<file path="src/rtl/ple_pkg.sv">
// Shared types and codes for the positional list engine.
package ple_pkg;

	localparam int VALUE_W = 32;
	localparam int POS_W   = 16;
	localparam int OIDX_W  = 6;
	localparam int LEN_W   = 7;

	typedef logic [2:0] action_t;
	typedef logic [2:0] status_t;

	localparam action_t ACT_PREPEND = 3'd0;
	localparam action_t ACT_APPEND  = 3'd1;
	localparam action_t ACT_INSERT  = 3'd2;
	localparam action_t ACT_ERASE   = 3'd3;
	localparam action_t ACT_DUMP    = 3'd4;

	localparam status_t ST_OK    = 3'd0;
	localparam status_t ST_NEG   = 3'd1;
	localparam status_t ST_CLAMP = 3'd2;
	localparam status_t ST_FULL  = 3'd3;
	localparam status_t ST_EMPTY = 3'd4;

	typedef enum logic [9:0] {
		S_IDLE  = 10'b00_0000_0001,
		S_SHRD  = 10'b00_0000_0010,
		S_SHWR  = 10'b00_0000_0100,
		S_ERRD  = 10'b00_0000_1000,
		S_ERCAP = 10'b00_0001_0000,
		S_ERSH  = 10'b00_0010_0000,
		S_ERWR  = 10'b00_0100_0000,
		S_DMRD  = 10'b00_1000_0000,
		S_DMOUT = 10'b01_0000_0000,
		S_RES   = 10'b10_0000_0000
	} state_t;

endpackage

</file>
<file path="src/rtl/ple_store.sv">
// Entry storage: one write port and one registered read port.
module ple_store #(
	parameter int DEPTH = 16,
	localparam int AW = (DEPTH > 1) ? $clog2(DEPTH) : 1
) (
	input  logic                       clk,
	input  logic                       we,
	input  logic [AW-1:0]              waddr,
	input  logic [ple_pkg::VALUE_W-1:0] wdata,
	input  logic                       re,
	input  logic [AW-1:0]              raddr,
	output logic [ple_pkg::VALUE_W-1:0] rdata
);
	import ple_pkg::*;

	logic [VALUE_W-1:0] mem_q [DEPTH];
	logic [VALUE_W-1:0] rdata_q;

	always_ff @(posedge clk) begin
		if (we) begin
			mem_q[waddr] <= wdata;
		end
		if (re) begin
			rdata_q <= mem_q[raddr];
		end
	end

	assign rdata = rdata_q;

endmodule

</file>
<file path="src/rtl/positional_list_engine.sv">
// Top level: bounded ordered list with push, insert, erase and dump actions.
// Errors, full pushes and empty dumps load the result directly. An insert moves each entry
// from index p up one slot, then writes the value; an erase reads entry p, then moves each
// later entry down. Dump reads, then outputs each entry. A new item is taken the cycle after
// the last result loads; unused action codes give no result. A stalled output holds the sequencer.
// Reset clears the entry count and control state; entry contents stay undefined.
module positional_list_engine #(
	parameter int CAPACITY = 16
) (
	input  logic                              clk,
	input  logic                              arst_n,
	input  logic                              in_valid,
	output logic                              in_stall,
	input  ple_pkg::action_t                  action,
	input  logic signed [ple_pkg::VALUE_W-1:0] item_value,
	input  logic signed [ple_pkg::POS_W-1:0]   position,
	output logic                              out_valid,
	input  logic                              out_stall,
	output ple_pkg::status_t                  status,
	output logic signed [ple_pkg::VALUE_W-1:0] out_value,
	output logic [ple_pkg::OIDX_W-1:0]         out_index,
	output logic [ple_pkg::LEN_W-1:0]          list_length,
	output logic                              last
);
	import ple_pkg::*;

	localparam int IDX_W = (CAPACITY > 1) ? $clog2(CAPACITY) : 1;
	localparam int CNT_W = $clog2(CAPACITY + 1);

	state_t             state_q;
	logic [CNT_W-1:0]   cnt_q;
	logic [CNT_W-1:0]   cur_q;
	logic [CNT_W-1:0]   pos_q;
	status_t            pst_q;
	logic [VALUE_W-1:0] pval_q;
	logic [OIDX_W-1:0]  pidx_q;
	logic [LEN_W-1:0]   plen_q;

	logic               out_valid_q;
	status_t            status_q;
	logic [VALUE_W-1:0] value_q;
	logic [OIDX_W-1:0]  index_q;
	logic [LEN_W-1:0]   length_q;
	logic               last_q;

	logic               mem_we;
	logic               mem_re;
	logic [IDX_W-1:0]   mem_waddr;
	logic [IDX_W-1:0]   mem_raddr;
	logic [VALUE_W-1:0] mem_wdata;
	logic [VALUE_W-1:0] rd_data;

	logic [POS_W-1:0]   pos_u;
	logic               pos_neg;
	logic               pos_ge;
	logic               full;
	logic [CNT_W-1:0]   cur_m1;
	logic [CNT_W:0]     cur_p1;
	logic               out_free;
	logic               res_load;
	logic [CNT_W-1:0]   ins_tgt;
	status_t            ins_st;
	logic [CNT_W-1:0]   er_tgt;
	status_t            er_st;

	ple_store #(.DEPTH(CAPACITY)) u_store (
		.clk   (clk),
		.we    (mem_we),
		.waddr (mem_waddr),
		.wdata (mem_wdata),
		.re    (mem_re),
		.raddr (mem_raddr),
		.rdata (rd_data)
	);

	assign pos_u    = POS_W'($unsigned(position));
	assign pos_neg  = position[POS_W-1];
	assign pos_ge   = pos_u >= POS_W'(cnt_q);
	assign full     = cnt_q >= CNT_W'(CAPACITY);
	assign cur_m1   = cur_q - CNT_W'(1);
	assign cur_p1   = {1'b0, cur_q} + (CNT_W+1)'(1);
	assign out_free = !out_valid_q || !out_stall;
	assign res_load = ((state_q == S_DMOUT) || (state_q == S_RES)) && out_free;
	assign in_stall = (state_q != S_IDLE);

	// Pick the slot a new value lands in.
	always_comb begin
		ins_tgt = CNT_W'(pos_u);
		ins_st  = ST_OK;
		if (action == ACT_PREPEND || (action == ACT_INSERT && pos_u == '0)) begin
			ins_tgt = '0;
		end else if (action == ACT_APPEND) begin
			ins_tgt = cnt_q;
		end else if (pos_ge) begin
			ins_tgt = cnt_q;
			ins_st  = ST_CLAMP;
		end
	end

	always_comb begin
		er_tgt = CNT_W'(pos_u);
		er_st  = ST_OK;
		if (pos_ge) begin
			er_tgt = cnt_q - CNT_W'(1);
			er_st  = ST_CLAMP;
		end
	end

	// Storage port control per sequencer step.
	always_comb begin
		mem_we    = 1'b0;
		mem_re    = 1'b0;
		mem_waddr = cur_q[IDX_W-1:0];
		mem_raddr = cur_q[IDX_W-1:0];
		mem_wdata = rd_data;
		case (state_q)
			S_SHRD: begin
				if (cur_q == pos_q) begin
					mem_we    = 1'b1;
					mem_wdata = pval_q;
				end else begin
					mem_re    = 1'b1;
					mem_raddr = cur_m1[IDX_W-1:0];
				end
			end
			S_SHWR: begin
				mem_we = 1'b1;
			end
			S_ERRD: begin
				mem_re    = 1'b1;
				mem_raddr = pos_q[IDX_W-1:0];
			end
			S_ERSH: begin
				if (cur_p1 < {1'b0, cnt_q}) begin
					mem_re    = 1'b1;
					mem_raddr = cur_p1[IDX_W-1:0];
				end
			end
			S_ERWR: begin
				mem_we = 1'b1;
			end
			S_DMRD: begin
				mem_re = 1'b1;
			end
			default: begin
			end
		endcase
	end

	always_ff @(posedge clk or negedge arst_n) begin
		if (!arst_n) begin
			state_q     <= S_IDLE;
			cnt_q       <= '0;
			out_valid_q <= 1'b0;
		end else begin
			if (res_load) begin
				out_valid_q <= 1'b1;
			end else if (!out_stall) begin
				out_valid_q <= 1'b0;
			end
			case (state_q)
				S_IDLE: begin
					if (in_valid) begin
						case (action)
							ACT_PREPEND, ACT_APPEND, ACT_INSERT: begin
								pval_q <= item_value;
								pidx_q <= '0;
								plen_q <= LEN_W'(cnt_q);
								if (action == ACT_INSERT && pos_neg) begin
									pst_q   <= ST_NEG;
									state_q <= S_RES;
								end else if (full) begin
									pst_q   <= ST_FULL;
									state_q <= S_RES;
								end else begin
									pst_q   <= ins_st;
									pos_q   <= ins_tgt;
									cur_q   <= cnt_q;
									pidx_q  <= OIDX_W'(ins_tgt);
									plen_q  <= LEN_W'(cnt_q) + LEN_W'(1);
									state_q <= S_SHRD;
								end
							end
							ACT_ERASE: begin
								pval_q <= '0;
								pidx_q <= '0;
								plen_q <= LEN_W'(cnt_q);
								if (pos_neg) begin
									pst_q   <= ST_NEG;
									state_q <= S_RES;
								end else if (cnt_q == '0) begin
									pst_q   <= ST_EMPTY;
									state_q <= S_RES;
								end else begin
									pst_q   <= er_st;
									pos_q   <= er_tgt;
									pidx_q  <= OIDX_W'(er_tgt);
									plen_q  <= LEN_W'(cnt_q) - LEN_W'(1);
									state_q <= S_ERRD;
								end
							end
							ACT_DUMP: begin
								if (cnt_q == '0) begin
									pst_q   <= ST_EMPTY;
									pval_q  <= '0;
									pidx_q  <= '0;
									plen_q  <= '0;
									state_q <= S_RES;
								end else begin
									cur_q   <= '0;
									state_q <= S_DMRD;
								end
							end
							default: begin
							end
						endcase
					end
				end
				S_SHRD: begin
					if (cur_q == pos_q) begin
						cnt_q   <= cnt_q + CNT_W'(1);
						state_q <= S_RES;
					end else begin
						state_q <= S_SHWR;
					end
				end
				S_SHWR: begin
					cur_q   <= cur_m1;
					state_q <= S_SHRD;
				end
				S_ERRD: begin
					state_q <= S_ERCAP;
				end
				S_ERCAP: begin
					pval_q  <= rd_data;
					cur_q   <= pos_q;
					state_q <= S_ERSH;
				end
				S_ERSH: begin
					if (cur_p1 < {1'b0, cnt_q}) begin
						state_q <= S_ERWR;
					end else begin
						cnt_q   <= cnt_q - CNT_W'(1);
						state_q <= S_RES;
					end
				end
				S_ERWR: begin
					cur_q   <= cur_p1[CNT_W-1:0];
					state_q <= S_ERSH;
				end
				S_DMRD: begin
					state_q <= S_DMOUT;
				end
				S_DMOUT: begin
					// hold the read data until the output register frees up
					if (out_free) begin
						status_q    <= ST_OK;
						value_q     <= rd_data;
						index_q     <= OIDX_W'(cur_q);
						length_q    <= LEN_W'(cnt_q);
						last_q      <= (cur_p1 == {1'b0, cnt_q});
						if (cur_p1 == {1'b0, cnt_q}) begin
							state_q <= S_IDLE;
						end else begin
							cur_q   <= cur_p1[CNT_W-1:0];
							state_q <= S_DMRD;
						end
					end
				end
				S_RES: begin
					if (out_free) begin
						status_q    <= pst_q;
						value_q     <= pval_q;
						index_q     <= pidx_q;
						length_q    <= plen_q;
						last_q      <= 1'b1;
						state_q     <= S_IDLE;
					end
				end
				default: begin
					state_q <= S_IDLE;
				end
			endcase
		end
	end

	assign out_valid   = out_valid_q;
	assign status      = status_q;
	assign out_value   = value_q;
	assign out_index   = index_q;
	assign list_length = length_q;
	assign last        = last_q;

endmodule

</file>
<file path="config.mk">
export PLATFORM = sky130hd
export DESIGN_NAME = positional_list_engine
export DESIGN_NICKNAME = d
export VERILOG_FILES = /design/src/rtl/ple_pkg.sv /design/src/rtl/ple_store.sv /design/src/rtl/positional_list_engine.sv
export SDC_FILE = /design/constraint.sdc
export NUM_CORES = 1
export LEC_CHECK = 0
export ABC_AREA = 1
export BUFFER_PORTS_ARGS = -buffer_cell sky130_fd_sc_hd__buf_2
export CAP_MARGIN = 25
export CORE_UTILIZATION = 30
export DETAILED_ROUTE_END_ITERATION = 10
export PLACE_DENSITY = 0.54
export SYNTH_ARGS = -nofsm -noshare
export SYNTH_HDL_FRONTEND = slang
export SYNTH_SLANG_ARGS = --single-unit
</file>
<file path="constraint.sdc">
create_clock -name clk -period 5.45 [get_ports clk]
set_input_delay 1.09 -clock clk [delete_from_list [all_inputs] [get_ports clk]]
set_output_delay 1.09 -clock clk [all_outputs]
set_load 0.02 [all_outputs]
</file>
**Yosys cells after proc, flatten, opt, wreduce, memory -nomap -nowiden**

Memories as Yosys holds them, arrays and structs flattened. A register that Yosys moved wholly into a read port is not among the register bits.
Cells that the tools add are included.

- Register bits: 123
- Bits in latches: 0
- RAM bits: 512
- ROM bits: 0
- Logic and storage cells: 174
- Memories kept: 1

Memories:

| name | depth | bits a word | read ports | clocked after Yosys merged registers in | wr ports | line | RTL |
|---|---|---|---|---|---|---|---|
| u_store.mem_q | 16 | 32 | 1 | 1 | 1 | ple_store.sv:16 | `logic [VALUE_W-1:0] mem_q [DEPTH];` |

- Add/sub/neg operators: 6
- $mul: 0
- Divide/modulo/power cells: 0
- Magnitude comparators: 3
- Equal/unequal tests: 35
- Shift-type cells: 0
- Multiplexer cells: 87
- Bitwise operators: 0
- Reductions and logical operators: 28

Operator list:

| cell | count |
|---|---|
| $mux 32 | 6 |
| $pmux 32 s2 | 2 |
| $mux 10 | 10 |
| $mux 5 | 20 |
| $pmux 32 s3 | 1 |
| $pmux 10 s9 | 1 |
| $mux 7 | 5 |
| $mux 6 | 5 |
| $pmux 10 s3 | 1 |
| $pmux 5 s2 | 3 |
| $pmux 5 s5 | 1 |
| $mux 3 | 8 |
| $ne 2x2->1 const B | 11 |
| $pmux 7 s3 | 1 |
| $pmux 6 s3 | 1 |
| $ge 16x5->1 | 1 |
| $logic_not 16->1 | 1 |
| $pmux 7 s2 | 1 |
| $add 5x1->6 const B | 2 |
| $ne 3x3->1 const B | 4 |
| $pmux 4 s3 | 1 |
| $pmux 6 s2 | 1 |
| $eq 10x1->1 const B | 1 |
| $eq 10x10->1 const B | 1 |
| 45 further kinds | 70 |

**Longest topological paths before layout**

- Depth after elaboration: 7
- Gate-level depth with buffers: 23

**Cells and area by module**

Synthesis repeated with hierarchy kept, for this count alone.

- Cells, all modules: 2995
- Area, all modules: 30237.8 um^2

Modules (own cells, without submodules):

| module | times used | cells each | area each (um^2) | sequential area each (um^2) |
|---|---|---|---|---|
| ple_store | 1 | 2120 | 23050.9 | 16335.7 |
| positional_list_engine | 1 | 875 | 7186.9 | 3554.7 |

**Least setup slack after synthesis**

OpenSTA, ideal clock, no wires.

- Path kind: in2reg
- Start point: input action[2]
- End point: register pval_q[0], enable pin
- Setup time: 0.502 ns
- Arrival time: 4.649 ns
- Slack: 0.299 ns
- Cell stages on the path: 4
- Buffers on the path: 0
- Cell sequence: inv_1 > nor3_1 > nor3_1 > nor4_1

- Longest elaborated chain between the ends: 4

RTL lines:

| element | line | RTL |
|---|---|---|
| start, declared | positional_list_engine.sv:14 | `input ple_pkg::action_t action,` |
| $eq 3x2->1 (tied with other cells) | positional_list_engine.sv:164 | `case (action)` |
| $reduce_or 3->1 | positional_list_engine.sv:164 |  |
| $ne 4x1->1 (no source line) | -- |  |
| $reduce_and 5->1 (no source line) * | -- |  |
| end signal, assigned | positional_list_engine.sv:166 | `pval_q <= item_value;` |
| end signal, assigned | positional_list_engine.sv:235 | `pval_q <= rd_data;` |
| end, declared | positional_list_engine.sv:35 | `logic [VALUE_W-1:0] pval_q;` |

Every way passes the cells marked *; elsewhere a longest branch is shown, timed or not.
A chain may end at the register's enable or synchronous reset.

**Final worst setup path**

- Start point: register cur_q[0]
- End point: register u_store.rdata_q[9], in the netlist u_store.rdata[9], read port of u_store.mem_q, data pin

- Longest elaborated chain between the ends: 4

RTL lines:

| element | line | RTL |
|---|---|---|
| start, declared | positional_list_engine.sv:32 | `logic [CNT_W-1:0] cur_q;` |
| start signal, assigned | positional_list_engine.sv:178 | `cur_q <= cnt_q;` |
| start signal, assigned | positional_list_engine.sv:228 | `cur_q <= cur_m1;` |
| start signal, assigned | positional_list_engine.sv:236 | `cur_q <= pos_q;` |
| $add 5x1->6 | positional_list_engine.sv:81 | `assign cur_p1 = {1'b0, cur_q} + (CNT_W+1)'(1);` |
| $lt 6x5->1 | positional_list_engine.sv:134 | `if (cur_p1 < {1'b0, cnt_q}) begin` |
| $mux 4 or $mux 1 (tied branches) | positional_list_engine.sv:134 |  |
| $pmux 4 s3 or $pmux 1 s3 (tied branches) | positional_list_engine.sv:116 | `case (state_q)` |
| end, declared | ple_store.sv:17 | `logic [VALUE_W-1:0] rdata_q;` |

Several ways; a longest one is shown, not always the timed one.

==> impl_results.md <==
- Status: completed
- Worst flop-to-flop path startpoint: cur_q[0]$_DFFE_PP_
- Number of flops mapped to enable cells by yosys: 649
- Met3 Usage GRT: 2.82%
- Clock Sinks: 665
- GRT overflow: 0
- Vias per Instance: 4.84
- Worst EP arrival: 4.68 ns
- Initial cell density of the core: 30.3%
- Post-synthesis mux area share: 0.0337%
- Count of final hold-check violations: 0
- Post-CTS Setup Inserts: 0
- Fmax: 231 MHz
- Largest family of logic cells by synthesized area: simple AND/OR/NAND/NOR gates
- Share of layout cells above drive strength 1: 11.2%
- Nets: 3036
- Worst-path clk slew: 0.06 ns
- Root buf cell: clkbuf_16
- Grt peak-use layer: met2
- Sequential-to-total area share from yosys stat: 66.9%
- Worst setup EP type: flop
- Synth Area in Simple Gates: 21.4%
- I/O pin cnt: 106
- Die width: 317 um
- IO buf count: 104
- Met2 usage: 26.0%
- CTS tree: yes
- Setup TNS: 0 ns
- XOR/XNOR Fraction of Synth Area: 0.412%
- Top_reg_cell synth: edfxtp_1
- Core area: 98300 um2
- Cells after synthesis: 2861
- GRT Util Overall: 16.8%
- DRC marker count from the first detailed-route iteration: 2050
- Worst-margin pin slew: 1.14 ns
- Final Critical Period: 4.32 ns
- Longest Clk Path Bufs: 3
- Post-synth ARST share: 2.41%
- VDD IR max: 0.394 mV
- DRC viols: 0
- H-Tree Depth: 3
- Synthesized flop and latch total: 665
- Worst R2R Path Depth: 19
- Reg2Reg Setup Slack: 1.13 ns
- RSZ-0062 raised after global routing: false
- Via count: 20900
- CP Class: flop to flop
- GR Util met1: 24.0%
- Leading area contributor after synthesis: edfxtp_1
- Static Leak: 0.0138 uW
- Adder-cell area share of the yosys netlist: 0.757%
- Largest net degree at the start of global routing: 171
- Initial antenna violation count: 1
- Cell area after synthesis: 29700 um2
- Rel. slew slack: 24.0%
- Final setup violating endpoints: 0
- TritonCTS buffer count: 73
- Worst skew pair latency: 0.61 ns
- PD cells: 416 nW/um2
- Ant diodes: 0
- Cell Rows: 115
- Critical path data required time: 5.80 ns
- Max Cap Viol: 0
- Post-CTS sizing: 0
- R2r endpoint: u_store.rdata[9]$_DFFE_PP_
- Post-DRT Antenna Nets: 0
- Syn nets: 2934
- CTS Hold Bufs: 0
- Synth top area cells: edfxtp_1 66%, nand3_1 11%, nand2_1 9.0%
- Final max-slew violation count: 0
- Hold WC Path Type: primary input to asynchronous set/reset pin
- Top-count cell post-synth: nand2_1
- DRT Wirelength: 84400 um
- Wirelength per Cell: 19.6 um
- Commonest cells post-synth: 710 x nand2_1, 649 x edfxtp_1, 630 x nand3_1, 355 x inv_1, 135 x o21ai_0
- Layout Utilization: 35.1%
- Die span in y: 317 um
- 1st-pass router iterations: 6
- Synth-to-layout area growth: 15.9%
- Post-synth top area share: 65.5%
- GP Congestion: 0.880
- Compound-cell area share of the yosys netlist: 3.26%
- Full die area: 100000 um2
- Synthesis Warnings: 0
- Max FO, Critical Path: 86
- Critical path launch point type: flop
- First-pass GRT wire length: 126000 um
- Syn_area_per_cell: 10.4 um2
- Tcrit/Tclk final: 79.3%
- Cell variety after synth: 41
- Dpl hpwl: 47500 um
- Vias in the first global route: 19600
- Skew final: 0.0191 ns
logic make-up after synthesis:
| group | count (synthesis) |
|---|---|
| AND/OR/NAND/NOR | 1456 |
| buffers and inverters | 525 |
| XOR/XNOR | 14 |
| adder cells (fa/ha/maj) | 18 |
| flip-flops | 665 |
| other | 1 |
| AO/OA/AOI/OAI | 181 |
| multiplexers | 1 |
cell usage in the layout (no fill, tap or decap), types with 4 or more instances in the layout:
| cell | n |
|---|---|
| nor2_4 | 21 |
| o211ai_1 | 5 |
| nand3_1 | 629 |
| buf_2 | 104 |
| buf_12 | 10 |
| nor3_1 | 13 |
| clkbuf_1 | 20 |
| inv_1 | 353 |
| edfxtp_1 | 649 |
| a21oi_1 | 17 |
| xor2_1 | 9 |
| nand4_1 | 7 |
| nor2_2 | 5 |
| xnor2_1 | 5 |
| dfrtp_1 | 15 |
| clkbuf_16 | 79 |
| buf_4 | 73 |
| clkinv_2 | 6 |
| nand2_2 | 5 |
| o21ai_0 | 125 |
| nand2_1 | 709 |
| inv_2 | 7 |
| o21ai_1 | 11 |
| ha_1 | 18 |
| nor4_1 | 6 |
| clkinvlp_4 | 4 |
| clkinv_1 | 14 |
| nor2_1 | 52 |
| bufinv_16 | 8 |
| o22ai_1 | 11 |
per-layer routing:
layer / vias to the layer above / wire (um)
met5: - / 0
met4: 0 / 1840
met3: 118 / 5900
met2: 687 / 38200
met1: 10100 / 38500
li1: 9919 / -
sequential cells by signal, summed over array words and instances, names as in the netlist:
register	cells
cnt_q	5
cur_q	5
last	1
list_length	7
out_index	5
out_valid	1
out_value	32
pidx_q	5
plen_q	7
pos_q	5
pst_q	3
pval_q	32
state_q	10
status	3
u_store.mem_q	512
u_store.rdata	32
worst max path at each step:
stage | from | slack (ns) | endpoint
after floorplan | action[2] | 0.30 | pval_q[0]$_DFFE_PP_
after global placement | cur_q[0]$_DFFE_PP_ | 1.27 | u_store.rdata[6]$_DFFE_PP_
after detailed placement | cur_q[0]$_DFFE_PP_ | 1.22 | u_store.rdata[13]$_DFFE_PP_
final | cur_q[0]$_DFFE_PP_ | 1.13 | u_store.rdata[9]$_DFFE_PP_
after global routing | cur_q[0]$_DFFE_PP_ | 0.86 | u_store.rdata[4]$_DFFE_PP_
after CTS | cur_q[0]$_DFFE_PP_ | 1.18 | u_store.rdata[31]$_DFFE_PP_
worst max-delay path: stages, from the launching register on:
cell,delay (ns)
edfxtp_1,0.56
ha_1,0.30
nand3_1,0.17
xor2_1,0.16
inv_1,0.07
ha_1,0.29
nand2_1,0.05
nor2_1,0.13
nand2_1,0.07
nand2_1,0.09
nor2_2,0.06
nand2_2,0.14
nand4_4,0.43
nand3_4,0.57
buf_12,0.42
nand2_1,0.10
nand3_1,0.10
nand3_1,0.08
nand3_1,0.11
nand2_1,0.06
per-stage QoR:
step	total power (uW)	worst slack (ns)	hold WS [ns]	area, um2	cells
floorplan	8380	0.299	0.500	29700	2861
global placement	9400	1.27	0.508	32000	4167
detailed placement	9420	1.22	0.511	32000	4170
CTS	14400	1.18	0.401	34400	4301
global route	15000	0.857	0.424	34500	4306
finish	14300	1.13	0.422	34500	4306
layout make-up:
type / count / area [um2]
fill: 9798 / 63800
tap: 1287 / 1610
timing repair buffer: 188 / 1280
sequential: 665 / 19900
clock buffer: 99 / 2050
inverter: 364 / 1370
multi-input combinational: 1671 / 7910
clock inverter: 32 / 373
where the power goes:
part	total [uW]	internal [uW]	switching [uW]
Sequential	6040	5940	105
Combinational	3270	951	2320
Clock	5020	3020	2000
Total	14300	9910	4430
No activity file was read; power rests on OpenSTA's default activity.
